<file path="src/tmrf_pkg.sv">
// Shared constants for the tachometer median RPM filter.
// No dependencies; imported by the median selector and the top level.
`timescale 1ns / 1ps
`default_nettype none

package tmrf_pkg;

    // Fixed field widths of the streaming and configuration ports
    localparam int HZ_BITS    = 20;
    localparam int RPM_BITS   = 28;
    localparam int SCALE_BITS = 8;

    // Reset value of the Hz-to-RPM multiplier
    localparam logic [SCALE_BITS-1:0] RPM_SCALE_RESET = 8'd30;

    // Top of the RPM output range; larger products clamp here
    localparam logic [RPM_BITS-1:0] RPM_MAX = 28'd267386625;

endpackage

`default_nettype wire

</file>
<file path="src/tmrf_median.sv">
// Combinational median selector over the sample window, by stable ranking.
// Depends on tmrf_pkg; window size and sample width come from parameters.
`timescale 1ns / 1ps
`default_nettype none

module tmrf_median
    import tmrf_pkg::*;
#(
    parameter int WINDOW_SIZE = 5,
    parameter int SAMPLE_BITS = 20
) (
    input  wire logic [SAMPLE_BITS-1:0] win [WINDOW_SIZE],
    output logic      [SAMPLE_BITS-1:0] median
);

    localparam int RANK_BITS = $clog2(WINDOW_SIZE);
    localparam logic [RANK_BITS-1:0] MID_RANK = RANK_BITS'(WINDOW_SIZE / 2);

    logic [RANK_BITS-1:0] rank [WINDOW_SIZE];

    // Rank each entry: entries below it, plus equal entries at lower index
    always_comb begin
        for (int i = 0; i < WINDOW_SIZE; i++) begin
            rank[i] = '0;
            for (int j = 0; j < WINDOW_SIZE; j++) begin
                if (j != i) begin
                    rank[i] = rank[i] + RANK_BITS'((win[j] < win[i]) ||
                                                   ((j < i) && (win[j] == win[i])));
                end
            end
        end
    end

    // Pick the entry whose rank is the middle position; ranks are unique
    always_comb begin
        median = '0;
        for (int i = 0; i < WINDOW_SIZE; i++) begin
            median = median | (win[i] & {SAMPLE_BITS{rank[i] == MID_RANK}});
        end
    end

endmodule

`default_nettype wire

</file>
<file path="src/tach_median_rpm_filter_top.sv">
// Top level of the tachometer median RPM filter: ring window, median, scaling.
// Depends on tmrf_pkg and tmrf_median.
// Pipeline: an accepted beat is captured in the input register; its result is then
// registered in the result register, which holds while m_valid is high and m_ready is low.
// Throughput: one beat per cycle; s_ready drops only while the input and result
// registers both hold beats and m_ready is low.
// Reset (aresetn low, synchronous): clears the valids, write slot and fill flag,
// and loads scale_reg with 30; window entries are not reset and are read only once filled.
`timescale 1ns / 1ps
`default_nettype none

module tach_median_rpm_filter_top
    import tmrf_pkg::*;
#(
    parameter int WINDOW_SIZE = 5,
    parameter int SAMPLE_BITS = 20
) (
    input  wire logic                  aclk,
    input  wire logic                  aresetn,
    // configuration
    input  wire logic                  cfg_wr_en,
    input  wire logic [SCALE_BITS-1:0] cfg_wr_data,
    // input channel
    input  wire logic                  s_valid,
    output logic                       s_ready,
    input  wire logic [HZ_BITS-1:0]    s_count_hz,
    // result channel
    output logic                       m_valid,
    input  wire logic                  m_ready,
    output logic      [HZ_BITS-1:0]    m_filtered_hz,
    output logic      [RPM_BITS-1:0]   m_rpm,
    output logic                       m_window_full
);

    localparam int SLOT_BITS = $clog2(WINDOW_SIZE);
    localparam logic [SLOT_BITS-1:0] LAST_SLOT = SLOT_BITS'(WINDOW_SIZE - 1);

    logic [SCALE_BITS-1:0]  scale_reg;
    logic [SAMPLE_BITS-1:0] window_reg [WINDOW_SIZE];
    logic [SLOT_BITS-1:0]   slot_reg, slot_next;
    logic                   filled_reg, filled_next;

    logic                   a_valid_reg, a_valid_next;
    logic [SAMPLE_BITS-1:0] a_sample_reg;
    logic                   a_full_reg;

    logic                   m_valid_reg, m_valid_next;
    logic [HZ_BITS-1:0]     m_filt_reg;
    logic [RPM_BITS-1:0]    m_rpm_reg;
    logic                   m_full_reg;

    logic                   out_adv, a_free, accept;
    logic [SAMPLE_BITS-1:0] sample_in;
    logic [SAMPLE_BITS-1:0] median;
    logic [HZ_BITS-1:0]     filt_a;
    logic [RPM_BITS-1:0]    product, rpm_sat;

    // Flow: the input register moves when the result register is empty or moving
    assign out_adv = !m_valid_reg || m_ready;
    assign a_free  = !a_valid_reg || out_adv;
    assign s_ready = a_free;
    assign accept  = s_valid && a_free;

    always_comb begin
        a_valid_next = a_valid_reg;
        m_valid_next = m_valid_reg;
        if (a_free) begin
            a_valid_next = s_valid;
        end
        if (out_adv) begin
            m_valid_next = a_valid_reg;
        end
    end

    // Advance the write slot with wrap; latch the fill flag on wrap
    assign sample_in = SAMPLE_BITS'(s_count_hz);

    always_comb begin
        slot_next   = slot_reg;
        filled_next = filled_reg;
        if (accept) begin
            if (slot_reg == LAST_SLOT) begin
                slot_next   = '0;
                filled_next = 1'b1;
            end else begin
                slot_next = slot_reg + SLOT_BITS'(1);
            end
        end
    end

    // Control registers
    always_ff @(posedge aclk) begin
        if (!aresetn) begin
            scale_reg   <= RPM_SCALE_RESET;
            slot_reg    <= '0;
            filled_reg  <= 1'b0;
            a_valid_reg <= 1'b0;
            m_valid_reg <= 1'b0;
        end else begin
            if (cfg_wr_en) begin
                scale_reg <= cfg_wr_data;
            end
            slot_reg    <= slot_next;
            filled_reg  <= filled_next;
            a_valid_reg <= a_valid_next;
            m_valid_reg <= m_valid_next;
        end
    end

    // Window write and input stage capture on an accepted beat
    always_ff @(posedge aclk) begin
        if (accept) begin
            window_reg[slot_reg] <= sample_in;
            a_sample_reg         <= sample_in;
            a_full_reg           <= filled_next;
        end
    end

    // Median over the window as it stands after this beat's write
    tmrf_median #(
        .WINDOW_SIZE (WINDOW_SIZE),
        .SAMPLE_BITS (SAMPLE_BITS)
    ) u_median (
        .win    (window_reg),
        .median (median)
    );

    assign filt_a = a_full_reg ? HZ_BITS'(median) : HZ_BITS'(a_sample_reg);

    // Scale to RPM and clamp at range top
    assign product = RPM_BITS'(filt_a) * RPM_BITS'(scale_reg);
    assign rpm_sat = (product > RPM_MAX) ? RPM_MAX : product;

    // Result register
    always_ff @(posedge aclk) begin
        if (out_adv) begin
            m_filt_reg <= filt_a;
            m_rpm_reg  <= rpm_sat;
            m_full_reg <= a_full_reg;
        end
    end

    assign m_valid       = m_valid_reg;
    assign m_filtered_hz = m_filt_reg;
    assign m_rpm         = m_rpm_reg;
    assign m_window_full = m_full_reg;

    // Checks
    a_filled_sticky: assert property (@(posedge aclk) disable iff (!aresetn)
        filled_reg |=> filled_reg)
        else $error("fill flag dropped after being set");

    a_slot_range: assert property (@(posedge aclk) disable iff (!aresetn)
        slot_reg <= LAST_SLOT)
        else $error("write slot beyond window");

    a_wrap_fills: assert property (@(posedge aclk) disable iff (!aresetn)
        (accept && (slot_reg == LAST_SLOT)) |=> (filled_reg && (slot_reg == '0)))
        else $error("slot wrap did not set fill flag");

    a_stall_only_when_busy: assert property (@(posedge aclk) disable iff (!aresetn)
        !s_ready |-> (a_valid_reg && m_valid_reg && !m_ready))
        else $error("input stalled with room in pipeline");

    a_rpm_range: assert property (@(posedge aclk) disable iff (!aresetn)
        m_valid_reg |-> (m_rpm_reg <= RPM_MAX))
        else $error("rpm beyond range");

endmodule

`default_nettype wire
</file>
<file path="config.mk">
export PLATFORM = sky130hd
export DESIGN_NAME = tach_median_rpm_filter_top
export DESIGN_NICKNAME = d
export VERILOG_FILES = /design/src/tmrf_pkg.sv /design/src/tmrf_median.sv /design/src/tach_median_rpm_filter_top.sv
export SDC_FILE = /design/constraint.sdc
export NUM_CORES = 1
export LEC_CHECK = 0
export BUFFER_PORTS_ARGS = -buffer_cell sky130_fd_sc_hd__buf_2
export CAP_MARGIN = 20
export CORE_MARGIN = 3
export CORE_UTILIZATION = 40
export CTS_CLUSTER_DIAMETER = 100
export DETAILED_ROUTE_END_ITERATION = 16
export PLACE_DENSITY = 0.61
export SETUP_SLACK_MARGIN = 0.4
export SLEW_MARGIN = 20
export SYNTH_ARGS = -nofsm -noshare
export SYNTH_HDL_FRONTEND = slang
export SYNTH_SLANG_ARGS = --single-unit
</file>
<file path="constraint.sdc">
create_clock -name aclk -period 12.9 [get_ports aclk]
set_input_delay 0.645 -clock aclk [delete_from_list [all_inputs] [get_ports aclk]]
set_output_delay 0.645 -clock aclk [all_outputs]
set_load 0.02 [all_outputs]
</file>
Yosys cells after proc, flatten, opt, wreduce, memory -nomap -nowiden
Index checks and enable logic that the tools add are counted.
Widths: inputs -> output; s select.
- register bits: 184
- input port bits: 33
- output and inout bits: 51
- logic and storage cells: 104
- add/subtract/negate cells: 16
- multiply operators: 1
- order comparisons: 23
- equality and inequality tests: 16
- mux-type cells: 7
- bitwise operators: 10
- reduce and logical (&&, ||, !) cells: 16
- operators with widths (cell ; number):
    $lt 20x20->1 ; 20
    $eq 20x20->1 ; 10
    $and 20x20->20 ; 5
    $bwmux 100 ; 1
    $or 20x20->20 ; 4
    $demux 20 s3 ; 1
    $mux 20 ; 2
    $gt 28x28->1 const B ; 1
    $mul 20x8->28 ; 1
    $add 3x1->3 ; 9
    $eq 3x2->1 const B ; 5
    $logic_or 1x1->1 ; 12
    $add 1x1->2 ; 5
    $ge 4x4->1 const B ; 1
    $lt 4x1->1 const B ; 1
    $not 3->4 ; 1
    $add 2x1->3 ; 1
    $add 3x1->3 const B ; 1
    $eq 3x3->1 const B ; 1
    $mux 3 ; 1
    $logic_and 1x1->1 ; 2
    $logic_not 1->1 ; 2
    $mux 1 ; 2

Longest topological paths before layout
- depth in word-level cells: 14
- mapped depth: 40
- mapped depth without buffers: 37

Hierarchy
A second synthesis with hierarchy kept.
- cells, all modules: 1651
- area, all modules: 16886.2 µm²
- by module, submodules not included (module ; instances ; cells each ; area an instance (µm²) ; seq. area each (µm²)):
    tach_median_rpm_filter_top ; 1 ; 940 ; 11542.3 ; 5385.2
    tmrf_median ; 1 ; 711 ; 5343.9 ; 0.0

Worst setup path before layout
No wires, ideal clock.
- path type: reg2reg
- from: register window_reg[93] (netlist name)
- to: register m_rpm_reg[5], in the netlist m_rpm[5], data pin
- arrival: 8.728 ns
- setup slack: 3.904 ns
- stages on the path, launching flop included: 33
- buffers on the path: 1
- cells stage by stage: edfxtp_1 > ha_1 > a21o_1 > a21o_1 > a21o_1 > a21o_1 > a21o_1 > a21o_1 > a221o_1 > o31a_1 > ha_1 > fa_1 > ha_1 > nor3b_1 > clkbuf_1 > a222oi_1 > a31oi_1 > and2_1 > fa_1 > fa_1 > fa_1 > inv_1 > fa_1 > inv_1 > ha_1 > a21oi_1 > o221ai_1 > a21oi_1 > o21bai_2 > xnor2_1 > or4b_4 > o31ai_4 > a21oi_1
- longest elaborated chain between the ends: 14
- elaborated cells between the ends (all ways): 48
- classes of those cells: 15 x add/sub; 1 x mul; 9 x order compare; 9 x eq/ne; 1 x mux; 9 x bitwise; 4 x reduce/logical
- ends and longest elaborated chain (element ; RTL line ; text):
    from (decl) ; tach_median_rpm_filter_top.sv:39 ; logic [SAMPLE_BITS-1:0] window_reg [WINDOW_SIZE];
    from (signal, indexed assignment) ; tach_median_rpm_filter_top.sv:113 ; window_reg[slot_reg] <= sample_in;
    $lt 20x20->1 / $eq 20x20->1 (equally long branches) ; tmrf_median.sv:27, tmrf_median.sv:28 ;
    $logic_or 1x1->1 ; tmrf_median.sv:27 ; rank[i] = rank[i] + RANK_BITS'((win[j] < win[i]) ||
    $add 1x1->2 ; tmrf_median.sv:27 ;
    $add 3x1->3 (2 in series) ; tmrf_median.sv:27 ;
    $eq 3x2->1 ; tmrf_median.sv:38 ; median = median | (win[i] & {SAMPLE_BITS{rank[i] == MID_RANK}});
    $and 20x20->20 ; tmrf_median.sv:38 ;
    $or 20x20->20 (3 in series) ; tmrf_median.sv:38 ;
    $or 20x20->20 * ; tmrf_median.sv:38 ;
    $mux 20 * ; tach_median_rpm_filter_top.sv:128 ; assign filt_a = a_full_reg ? HZ_BITS'(median) : HZ_BITS'(a_sample_reg);
    net filt_a[6] ; tach_median_rpm_filter_top.sv:55 ; logic [HZ_BITS-1:0] filt_a;
    $mul 20x8->28 * ; tach_median_rpm_filter_top.sv:131 ; assign product = RPM_BITS'(filt_a) * RPM_BITS'(scale_reg);
    $gt 28x28->1 * ; tach_median_rpm_filter_top.sv:132 ; assign rpm_sat = (product > RPM_MAX) ? RPM_MAX : product;
    to (signal assigned) ; tach_median_rpm_filter_top.sv:138 ; m_rpm_reg <= rpm_sat;
    to (decl) ; tach_median_rpm_filter_top.sv:49 ; logic [RPM_BITS-1:0] m_rpm_reg;
The timed path passes the listed nets; every way through them passes the cells marked *.
A chain may end at the register's enable or synchronous reset.

Final worst setup path
- from: register window_reg[53] (netlist name)
- to: register m_rpm_reg[0], in the netlist m_rpm[0], data pin
- longest elaborated chain between the ends: 13
- elaborated cells between the ends (all ways): 46
- classes of those cells: 13 x add/sub; 1 x mul; 9 x order compare; 9 x eq/ne; 1 x mux; 9 x bitwise; 4 x reduce/logical
- ends and longest elaborated chain (element ; RTL line):
    $lt 20x20->1 / $eq 20x20->1 (equally long branches) ; tmrf_median.sv:27, tmrf_median.sv:28
    $add 1x1->2 / $logic_or 1x1->1 (equally long branches) ; tmrf_median.sv:27
    $add 3x1->3 / $add 1x1->2 (equally long branches) ; tmrf_median.sv:27
    $add 3x1->3 ; tmrf_median.sv:27
    $eq 3x2->1 / $add 3x1->3 (equally long branches) ; tmrf_median.sv:38, tmrf_median.sv:27
    $and 20x20->20 / $eq 3x2->1 (equally long branches) ; tmrf_median.sv:38
    $or 20x20->20 / $and 20x20->20 (equally long branches) ; tmrf_median.sv:38
    $or 20x20->20 (2 in series) ; tmrf_median.sv:38
    $or 20x20->20 * ; tmrf_median.sv:38
    $mux 20 * ; tach_median_rpm_filter_top.sv:128
    net filt_a[6] ; tach_median_rpm_filter_top.sv:55
    $mul 20x8->28 * ; tach_median_rpm_filter_top.sv:131
    $gt 28x28->1 * ; tach_median_rpm_filter_top.sv:132
Marked as above.

==> impl_metrics.ini <==
[logic_synthesis]
synth_top_cell_area_share = 0.302
synth_fp_nets = 2018
synth.top_cells.by_count = 260 x ha_1, 226 x inv_1, 170 x edfxtp_1
yosys-top-cells-area = edfxtp_1 30%, ha_1 19%, fa_1 13%, inv_1 5.0%, and2_1 4.3%
netlist_instances = 1612
synth.distinct_cells = 72
synth_top_area_cell = edfxtp_1
synth_edf_count = 170
synth_flop_cell = edfxtp_1
yosys_warnings = 0
yosysSeqAreaShare = 0.319
ys_seq_elements = 184
synthesis.area_um2 = 16900
async_flop_share = 0
avgSynthCellArea_um2 = 10.5
yosysMostFrequentCell = ha_1

[detailed_routing]
drc = 0
final_antenna_net_count = 0
drt_wl_total_um = 45900
first_pass_iters = 6
wl_met3_um = 2060
vias = 12487
m1WireLength_um = 20900
wl_met2_um = 21900
wl_per_cell_um = 20.6
highest_layer = met4
drt_iter0_drc = 822
viasPerCell = 5.59

[place]
hpwlAfterDp_um = 35100
pre_cts_ws_ns = 2.00
portBuffers = 83
gp_congestion = 0.931

[timing]
layout_setup_ws_ns = 1.94
fmax_mhz = 91.2
slew_headroom = 0.146
slew_viol_final = 0
grt_setup_unrepaired = no
finalHoldViolations = 0
tightest_slew_ns = 1.28
finalSetupTns_ns = 0
setup_violations = 0
clock_skew_ns = 0.0228
period_minus_slack_ns = 10.96
fin_crit_sh = 0.850

[clock_network]
numCtsBuffers = 17
clock_sinks = 184
clkTransAtPathRegs_ns = 0.08
root_buffer = clkbuf_16
cts_resized = 0
clk_latency_ns = 0.49
ctsHoldBuffers = 0
cts_htree_levels = 4
cts_setup_buffers = 0
cts_tree = done
clock_tree.buffer_depth = 2

[floorplanning]
die_area_um2 = 44700
die_h_um = 211
fp-row-count = 74
core_um2 = 41300
ios = 84
initial_core_util = 0.409
die_w_um = 211

[run_status]
outcome = complete, no violations

[hold_path]
hold_class = in2reg

[pwr]
p_per_area_nw_per_um2 = 225
p_leak_nw = 8.74
peakVddDrop_mv = 0.203

[finish]
seq_area_um2 = 5390
drive_gt1_frac = 0.0971
nets = 2093
largest_reg_flops = 100
antenna_cells = 0
multi_input_area_um2 = 10500
area_growth_pct = 9.57
nFillCells = 3933
post-route-util = 0.448

[global_route]
grt_pass1_wl_um = 72300
overflow = 0
grt_pass1_vias = 12930
grt_usage = 0.212
grt_max_degree = 50
antenna_found_initial = 0

[critical_path]
critPathMaxFanout = 20
cp_common_cell = a21o_1
max_stage_delay_ns = 1.00
slowest_stage = a31oi_1
required_ns = 13.21
critical_path.startpoint_type = register
worst-setup-path-type = reg2reg
cp-end-kind = register
crit_arrival_ns = 11.27

[flow_run]
maxCapViolCount = 0
layout make-up:
class / instances / share of cell area
inverters: 226 / 0.0459
clock inverters: 12 / 0.00548
multi-input cells: 1159 / 0.567
flip-flops and latches: 184 / 0.291
clock buffers: 20 / 0.0253
repair buffers: 99 / 0.0289
well taps: 532 / 0.0360
path summary, 6_finish.rpt:
| kind | startpoint | end | slack [ns] | cells past startpoint |
|---|---|---|---|---|
| worst min register to register | a_valid_reg$_SDFFE_PN0N_ | m_valid$_SDFFE_PN0P_ | 0.50 | 1 |
| worst max-delay path | window_reg[53]$_DFFE_PP_ | m_rpm[0]$_SDFFCE_PN1P_ | 1.94 | 34 |
| worst max register to register | window_reg[53]$_DFFE_PP_ | m_rpm[0]$_SDFFCE_PN1P_ | 1.94 | 34 |
| worst min-delay path | cfg_wr_data[4] | scale_reg[4]$_SDFFE_PN1P_ | 0.38 | 3 |
per-stage QoR:
stage | total power, W | hold WS (ns) | instance area (µm²) | std cells
2_1_floorplan | 0.00314 | 0.461 | 16900 | 1612
3_3_place_gp | 0.00363 | 0.472 | 17900 | 2200
3_5_place_dp | 0.00364 | 0.484 | 17900 | 2200
4_1_cts | 0.00418 | 0.323 | 18500 | 2232
5_1_grt | 0.00457 | 0.359 | 18500 | 2232
6_report | 0.00416 | 0.380 | 18500 | 2232
power breakdown:
part | internal [W] | switching, W | leakage, nW
logic | 0.00104 | 0.00174 | 6.70
registers | 0.000818 | 0.0000370 | 1.75
clock network | 0.000268 | 0.000254 | 0.286
critical path, delay by kind of cell (launching register included):
family          cells  cell delay (ns)
compound gates     15             4.44
fa+ha+maj           9             3.45
simple gates        4             1.89
flops               1             0.40
buf+inv             5             0.40
xor+xnor            1             0.20
cells by family after synthesis:
family | after synthesis | share of synthesized area
AO/OA/AOI/OAI | 335 | 0.141
XOR/XNOR | 18 | 0.00934
adder cells (fa/ha/maj) | 373 | 0.327
flip-flops | 184 | 0.319
multiplexers | 8 | 0.00474
AND/OR/NAND/NOR | 425 | 0.136
buffers and inverters | 269 | 0.0634
layout by cell type (no fill, tap or decap), types with 16 or more instances in the layout:
cell       netlist  layout
nor2b_1         28      28
ha_1           260     260
inv_1          226     225
edfxtp_1       170     170
buf_4            1      16
a22oi_1         20      20
nand3_1         16      16
nand4_1         45      45
and2_1         117     117
o21ai_0         34      34
a31oi_1         25      20
a21o_1          79      79
clkbuf_16        0      18
a222oi_1        20      20
a21oi_1         70      70
buf_2            5      83
nand2_1         95      95
fa_1           113     113
nor2_1          56      56
routing by layer:
metal,global-route usage,vias up
met3,0.0274,56
met1,0.285,6183
met5,0,-
li1,-,5903
met4,0.0753,0
met2,0.353,345
Note: power is estimated with default switching activity, not from simulation.
